`src/sv/signed_integer_to_ascii_digits_defines.svh`:
```
// Assertion macros shared by the signed integer to ASCII block
`ifndef SIGNED_INTEGER_TO_ASCII_DIGITS_DEFINES_SVH
`define SIGNED_INTEGER_TO_ASCII_DIGITS_DEFINES_SVH

// same-cycle implication, off during reset
`define SITOA_ASSERT_NOW(label, ante, cons, msg) \
    label: assert property (@(posedge i_clk) disable iff (!i_rst_n) (ante) |-> (cons)) \
        else $error(msg);

// next-cycle implication, off during reset
`define SITOA_ASSERT_NEXT(label, ante, cons, msg) \
    label: assert property (@(posedge i_clk) disable iff (!i_rst_n) (ante) |=> (cons)) \
        else $error(msg);

`endif

```
`src/sv/sitoa_pkg.sv`:
```
// Package: widths, characters, states and helpers for the integer to ASCII block
`default_nettype none

package sitoa_pkg;

    localparam int VALUE_BITS = 32;
    // decimal digits needed for VALUE_BITS unsigned bits (log10(2) ~ 0.30103)
    localparam int DEC_DIGITS = (VALUE_BITS * 30103) / 100000 + 1;
    localparam int DIG_W      = DEC_DIGITS * 4;
    localparam int IDX_W      = (DEC_DIGITS > 1) ? $clog2(DEC_DIGITS) : 1;
    localparam int CNT_W      = $clog2(VALUE_BITS);

    localparam logic [7:0] CH_ZERO  = 8'h30;
    localparam logic [7:0] CH_ALPHA = 8'h61;
    localparam logic [7:0] CH_MINUS = 8'h2D;

    localparam logic MODE_DEC = 1'b0;
    localparam logic MODE_HEX = 1'b1;

    typedef logic [DEC_DIGITS-1:0][3:0] t_digits;

    typedef enum logic [2:0] {
        S_IDLE,
        S_CONV,
        S_SKIP,
        S_SIGN,
        S_EMIT
    } t_state;

    function automatic logic [7:0] digit_char(input logic [3:0] d);
        logic [7:0] w;
        w = {4'b0000, d};
        if (d < 4'd10) begin
            return CH_ZERO + w;
        end
        return CH_ALPHA + w - 8'd10;
    endfunction

endpackage

`default_nettype wire

```
`src/sv/sitoa_if.sv`:
```
// Valid/ready channel interfaces for the input numbers and the output characters
`default_nettype none

interface sitoa_in_if;
    logic                               valid;
    logic                               ready;
    logic signed [sitoa_pkg::VALUE_BITS-1:0] value;
    logic                               mode;

    modport source (output valid, output value, output mode, input ready);
    modport sink   (input valid, input value, input mode, output ready);
endinterface

interface sitoa_out_if;
    logic       valid;
    logic       ready;
    logic [7:0] character;
    logic       last;

    modport source (output valid, output character, output last, input ready);
    modport sink   (input valid, input character, input last, output ready);
endinterface

`default_nettype wire

```
`src/sv/sitoa_dabble.sv`:
```
// One double-dabble step: add 3 to each BCD digit above 4, then shift in one bit
`default_nettype none

module sitoa_dabble (
    input  wire sitoa_pkg::t_digits i_dig,
    input  wire                     i_bit,
    output sitoa_pkg::t_digits      o_dig
);

    sitoa_pkg::t_digits            w_adj;
    logic [sitoa_pkg::DIG_W-1:0]   w_flat;

    always_comb begin
        for (int i = 0; i < sitoa_pkg::DEC_DIGITS; i++) begin
            w_adj[i] = (i_dig[i] >= 4'd5) ? i_dig[i] + 4'd3 : i_dig[i];
        end
        w_flat = w_adj;
        // top bit of the top digit falls off; it is never set for VALUE_BITS magnitudes
        o_dig  = {w_flat[sitoa_pkg::DIG_W-2:0], i_bit};
    end

endmodule

`default_nettype wire

```
`src/sv/signed_integer_to_ascii_digits.sv`:
```
// Decimal: the number is accepted, converted by 32 double-dabble steps, then leading
// zeros are skipped (the ones digit is always kept) and each character is emitted.
// Hex: the number is accepted, leading zero nibbles are skipped and each character is emitted.
// A negative number emits a minus sign before its digits; sink stalls hold the emission.
// One number at a time: the input is not ready until the last character is taken.
// Reset (synchronous, active low) returns the sequencer to idle, ready for a number.
`default_nettype none

module signed_integer_to_ascii_digits (
    input  wire              i_clk,
    input  wire              i_rst_n,
    sitoa_in_if.sink         i_in,
    sitoa_out_if.source      o_out
);

    localparam int VB = sitoa_pkg::VALUE_BITS;

    sitoa_pkg::t_state             r_state, n_state;
    sitoa_pkg::t_digits            r_dig,   n_dig;
    logic [VB-1:0]                 r_mag,   n_mag;
    logic                          r_neg,   n_neg;
    logic [sitoa_pkg::CNT_W-1:0]   r_cnt,   n_cnt;
    logic [sitoa_pkg::IDX_W-1:0]   r_idx,   n_idx;

    logic [VB-1:0]                 w_in_mag;
    sitoa_pkg::t_digits            w_dab;
    logic                          w_in_take;
    logic                          w_out_take;

    // magnitude fits VB unsigned bits, most negative value included
    assign w_in_mag = i_in.value[VB-1] ? (~i_in.value + VB'(1)) : i_in.value;

    sitoa_dabble u_dabble (
        .i_dig (r_dig),
        .i_bit (r_mag[VB-1]),
        .o_dig (w_dab)
    );

    always_ff @(posedge i_clk) begin
        if (!i_rst_n) begin
            r_state <= sitoa_pkg::S_IDLE;
        end else begin
            r_state <= n_state;
        end
        r_dig <= n_dig;
        r_mag <= n_mag;
        r_neg <= n_neg;
        r_cnt <= n_cnt;
        r_idx <= n_idx;
    end

    always_comb begin
        n_state = r_state;
        n_dig   = r_dig;
        n_mag   = r_mag;
        n_neg   = r_neg;
        n_cnt   = r_cnt;
        n_idx   = r_idx;
        unique case (r_state)
            sitoa_pkg::S_IDLE: begin
                if (i_in.valid) begin
                    n_neg = i_in.value[VB-1];
                    n_mag = w_in_mag;
                    n_idx = sitoa_pkg::IDX_W'(sitoa_pkg::DEC_DIGITS - 1);
                    if (i_in.mode == sitoa_pkg::MODE_HEX) begin
                        // nibbles are the hex digits already
                        n_dig   = sitoa_pkg::DIG_W'(w_in_mag);
                        n_state = sitoa_pkg::S_SKIP;
                    end else begin
                        n_dig   = '0;
                        n_cnt   = sitoa_pkg::CNT_W'(VB - 1);
                        n_state = sitoa_pkg::S_CONV;
                    end
                end
            end
            sitoa_pkg::S_CONV: begin
                n_dig = w_dab;
                n_mag = {r_mag[VB-2:0], 1'b0};
                if (r_cnt == '0) begin
                    n_state = sitoa_pkg::S_SKIP;
                end else begin
                    n_cnt = r_cnt - 1'b1;
                end
            end
            sitoa_pkg::S_SKIP: begin
                // drop leading zeros, keep at least the ones digit
                if (r_idx != '0 && r_dig[r_idx] == 4'd0) begin
                    n_idx = r_idx - 1'b1;
                end else begin
                    n_state = r_neg ? sitoa_pkg::S_SIGN : sitoa_pkg::S_EMIT;
                end
            end
            sitoa_pkg::S_SIGN: begin
                if (o_out.ready) begin
                    n_state = sitoa_pkg::S_EMIT;
                end
            end
            sitoa_pkg::S_EMIT: begin
                if (o_out.ready) begin
                    if (r_idx == '0) begin
                        n_state = sitoa_pkg::S_IDLE;
                    end else begin
                        n_idx = r_idx - 1'b1;
                    end
                end
            end
            default: begin
                n_state = sitoa_pkg::S_IDLE;
            end
        endcase
    end

    assign i_in.ready      = (r_state == sitoa_pkg::S_IDLE);
    assign o_out.valid     = (r_state == sitoa_pkg::S_SIGN) || (r_state == sitoa_pkg::S_EMIT);
    assign o_out.character = (r_state == sitoa_pkg::S_SIGN) ? sitoa_pkg::CH_MINUS
                                                            : sitoa_pkg::digit_char(r_dig[r_idx]);
    assign o_out.last      = (r_state == sitoa_pkg::S_EMIT) && (r_idx == '0);

    assign w_in_take  = i_in.valid && i_in.ready;
    assign w_out_take = o_out.valid && o_out.ready;

`include "signed_integer_to_ascii_digits_defines.svh"

    `SITOA_ASSERT_NOW(a_no_overlap, o_out.valid, !i_in.ready, "input taken while emitting")
    `SITOA_ASSERT_NEXT(a_busy_after_accept, w_in_take, !o_out.valid && !i_in.ready, "idle after accept")
    `SITOA_ASSERT_NEXT(a_idle_after_last, w_out_take && o_out.last, i_in.ready, "busy after last item")
    `SITOA_ASSERT_NOW(a_last_is_digit, o_out.valid && o_out.last, o_out.character != sitoa_pkg::CH_MINUS, "sign marked last")

endmodule

`default_nettype wire

```
`src/flat_wrapper.sv`:
```
// flat-port wrapper written by rule: the top's interface ports become plain ports
module signed_integer_to_ascii_digits_flat 
  (i_clk, i_rst_n, i_in_valid, i_in_value, i_in_mode, i_in_ready, o_out_valid, o_out_character, o_out_last, o_out_ready);
  sitoa_in_if i_in_i ();
  sitoa_out_if o_out_i ();
  input  wire i_clk;
  input  wire i_rst_n;
  input wire logic [$bits(i_in_i.valid)-1:0] i_in_valid;
  input wire logic [$bits(i_in_i.value)-1:0] i_in_value;
  input wire logic [$bits(i_in_i.mode)-1:0] i_in_mode;
  output wire logic [$bits(i_in_i.ready)-1:0] i_in_ready;
  output wire logic [$bits(o_out_i.valid)-1:0] o_out_valid;
  output wire logic [$bits(o_out_i.character)-1:0] o_out_character;
  output wire logic [$bits(o_out_i.last)-1:0] o_out_last;
  input wire logic [$bits(o_out_i.ready)-1:0] o_out_ready;
  assign i_in_i.valid = i_in_valid;
  assign i_in_i.value = i_in_value;
  assign i_in_i.mode = i_in_mode;
  assign i_in_ready = i_in_i.ready;
  assign o_out_valid = o_out_i.valid;
  assign o_out_character = o_out_i.character;
  assign o_out_last = o_out_i.last;
  assign o_out_i.ready = o_out_ready;
  signed_integer_to_ascii_digits u_core (.i_clk(i_clk), .i_rst_n(i_rst_n), .i_in(i_in_i), .o_out(o_out_i));
endmodule
```
`config.mk`:
```
export PLATFORM = sky130hd
export DESIGN_NAME = signed_integer_to_ascii_digits_flat
export DESIGN_NICKNAME = d
export VERILOG_FILES = /design/src/sv/sitoa_pkg.sv /design/src/sv/sitoa_if.sv /design/src/sv/sitoa_dabble.sv /design/src/sv/signed_integer_to_ascii_digits.sv /design/src/flat_wrapper.sv
export VERILOG_INCLUDE_DIRS = /design/src /design/src/sv
export SDC_FILE = /design/constraint.sdc
export NUM_CORES = 1
export LEC_CHECK = 0
export ABC_CLOCK_PERIOD_IN_PS = 10000
export BUFFER_PORTS_ARGS = -buffer_cell sky130_fd_sc_hd__buf_2
export CORE_UTILIZATION = 55
export DETAILED_ROUTE_END_ITERATION = 8
export PLACE_DENSITY_LB_ADDON = 0.2
export SETUP_SLACK_MARGIN = 0.15
export SLEW_MARGIN = 30
export SYNTH_ARGS = -nofsm -noshare
export SYNTH_HDL_FRONTEND = slang
export SYNTH_SLANG_ARGS = --single-unit
```
`constraint.sdc`:
```
create_clock -name i_clk -period 10 [get_ports i_clk]
set_input_delay 0.5 -clock i_clk [delete_from_list [all_inputs] [get_ports i_clk]]
set_output_delay 0.5 -clock i_clk [all_outputs]
set_load 0.02 [all_outputs]
```
==> results.json <==
{
  "synth_warnings": 0,
  "io_pins": 48,
  "postCtsHoldBufs": 0,
  "drtIter0Drc": 282,
  "fin_util_pct": 62.20,
  "wl_um": 12010,
  "final-hold-violation-count": 0,
  "grt.overflow.total": 0,
  "avgSynthCellArea_um2": 9.945,
  "synth-seq-area-share_pct": 44.81,
  "wl_per_cell_um": 16.30,
  "p_seq_share_pct": 41.0,
  "placed_cell_area_um2": 5932,
  "grt_pass1_wl_um": 19440,
  "setup_viol": 0,
  "die-area_um2": 10640,
  "synthTopCellsByCount": "edfxtp_1, a21oi_1, nor2_1",
  "swShare_pct": 42.13,
  "grt_pass1_vias": 4006,
  "power.net_switching_mw": 0.8269,
  "antenna_left": 0,
  "max_stage_delay_ps": 600,
  "grt_max_degree": 73,
  "critical-path-slowest-cell": "edfxtp_1",
  "drt_pass1_iterations": 5,
  "cts_setup_buffers": 0,
  "cp-start-kind": "register",
  "crit_type": "reg2out",
  "fmax_ghz": 0.2914,
  "crit_path_max_fanout": 13,
  "clk_pin_slew_ps": 90,
  "synth_edf_count": 82,
  "die_w_um": 103.2,
  "powerDensity_nw_per_um2": 319.9,
  "critPathCaptureType": "primary output",
  "p_leak_nw": 2.346,
  "dieHeight_um": 103.2,
  "synth_seq_cells": 85,
  "critPathRequiredTime_ps": 9500,
  "finClkSkew_ps": 8.529,
  "status": "finished clean",
  "port_buffers": 45,
  "cts_tree": "built",
  "arrival_ps": 2930,
  "viasPerCell": 5.900,
  "clk_latency_ps": 360,
  "synth_area_um2": 5629,
  "worstPathCellList": "buf_6 > mux4_2 > a2bb2oi_1 > a2bb2oi_1 > ha_1 > a21oi_1 > a311o_1 > buf_2",
  "drive_gt1_share_pct": 13.91,
  "synthAdderAreaFrac_pct": 5.779,
  "htreeDepth": 3,
  "synthArstFlopShare_pct": 0,
  "hpwlAfterDp_um": 8590,
  "synth_cell_types": 56,
  "finalCritPeriodShare_pct": 34.32,
  "synthXorXnorAreaFrac_pct": 8.091,
  "syn_nets": 629,
  "synth_compound_area_share_pct": 17.63,
  "diodes": 0,
  "rsz0062_at_grt": "no",
  "path_common_cell": "a2bb2oi_1",
  "power_frac_clock_pct": 12.5,
  "tightestPinTransition_ps": 940.6,
  "synth.most_common_cell": "edfxtp_1",
  "clockBufferDepth": 2,
  "slew_violations": 0,
  "coreArea_um2": 9864,
  "syn_inst": 566,
  "clock-sinks": 85,
  "synthToLayoutAreaGrowth_pct": 9.002,
  "start_util_pct": 57.06,
  "final_area_um2": 6136,
  "synthTopCellsByArea": "edfxtp_1, ha_1, xor2_1",
  "ys.flop_type": "edfxtp_1",
  "synthMuxAreaShare_pct": 4.690,
  "synthSimpleGateAreaFrac_pct": 14.65,
  "cts-buffers-inserted": 9,
  "cts_resized": 0,
  "layout.nets": 662,
  "place_congestion": 0.7813,
  "rows": 36,
  "drcViolationCount": 0,
  "layout_min_cycle_time_ps": 3432,
  "maxCapViolations": 0,
  "internal-power_mw": 1.136,
  "fillCellCount": 815,
  "slew_headroom_pct": 37.29,
  "fin_setup_tns_ps": 0,
  "yosysTopAreaCell": "edfxtp_1",
  "peakVddDrop_v": 0.0001887,
  "antenna_found_initial": 0,
  "p_comb_share_pct": 46.5,
  "grt_usage_pct": 24.23,
  "synth_top_family_by_area": "compound AO/OA/AOI/OAI gates",
  "hp-class": "in2reg",
  "synth.top_cell.area_share_pct": 43.74,
  "vias": 4348,
  "cts-root-buf": "clkbuf_8"
}
-- critical path: cells and delay by family, from the launching register on --
kind / cells / cell delay (ps)
AO/OA/AOI/OAI: 4 / 970
flip-flops: 1 / 600
buffers and inverters: 2 / 400
multiplexers: 1 / 310
adder cells (fa/ha/maj): 1 / 280
-- metal layers --
layer	global-route usage [%]	share of wire, %	vias to the layer above
met2	39.74	47	116
met3	3.932	4.8	14
li1	-	-	2147
met5	0	0	-
met4	7.259	1.3	0
met1	33.22	46	2071
-- final cells by class --
cell class | instances | area (um2) | area share, %
Multi-Input combinational cell | 423 | 2882 | 46.96
Sequential cell | 85 | 2522 | 41.11
Timing Repair Buffer | 49 | 259.0 | 4.221
Tap cell | 133 | 166.4 | 2.712
Clock buffer | 11 | 131.4 | 2.141
Inverter | 31 | 116.4 | 1.896
Clock inverter | 5 | 58.81 | 0.9584
-- sequential cells by signal (all words and copies together) (netlist names) --
signal,count
u_core.r_dig,40
u_core.r_cnt,5
u_core.r_idx,4
u_core.r_neg,1
u_core.r_state,3
u_core.r_mag,32
-- power groups by stage --
stage          Clock (mW)  Sequential (mW)  Combinational [mW]
2_1_floorplan           0            0.746               0.750
3_3_place_gp            0            0.817               0.860
3_5_place_dp            0            0.822               0.894
4_1_cts             0.250            0.814               0.902
5_1_grt             0.261            0.829                1.03
6_report            0.245            0.805               0.912
-- stage by stage --
stage	hold slack (ps)	cells	power, mW	setup slack, ps
finish	430.9	737	1.963	6568
detailed placement	527.0	720	1.716	6483
CTS	417.5	736	1.966	6298
floorplan	492.0	566	1.496	6679
global placement	510.6	720	1.677	6623
global route	420.3	737	2.117	6327
-- layout by cell type, fill, tap and decap left out, drive strengths merged, types with 4 or more instances in the layout --
master,Yosys,layout
o41ai,9,9
nand2b,17,17
inv,31,33
clkbuf,21,11
mux4,5,5
a21oi,61,61
nand3,5,5
nand4,4,4
o31ai,10,10
edfxtp,82,82
nand2,39,39
o32ai,7,7
buf,6,49
mux2i,14,14
xor2,36,36
or3,5,5
ha,26,26
nor3b,9,9
xnor2,16,16
nor3,12,12
nor2,61,61
o22ai,26,26
o21ai,25,25
-- cell families after synthesis --
kind of cell	count (synthesis)
simple gates	168
buf+inv	58
fa+ha+maj	26
other cells	2
flops	85
mux	20
compound gates	155
xor+xnor	52
-- path summary, 6_finish.rpt --
| check | start | end | slack, ps | cells past startpoint |
|---|---|---|---|---|
| worst max-delay path | u_core.r_idx[0] | o_out_character[2] | 6570 | 8 |
| worst min-delay path | i_rst_n | u_core.r_state[1] | 430 | 2 |
| worst max register to register | u_core.r_idx[0] | u_core.r_idx[0] | 6740 | 8 |
| worst min register to register | u_core.r_mag[15] | u_core.r_mag[16] | 550 | 2 |
(Power assumes the default switching activity.)
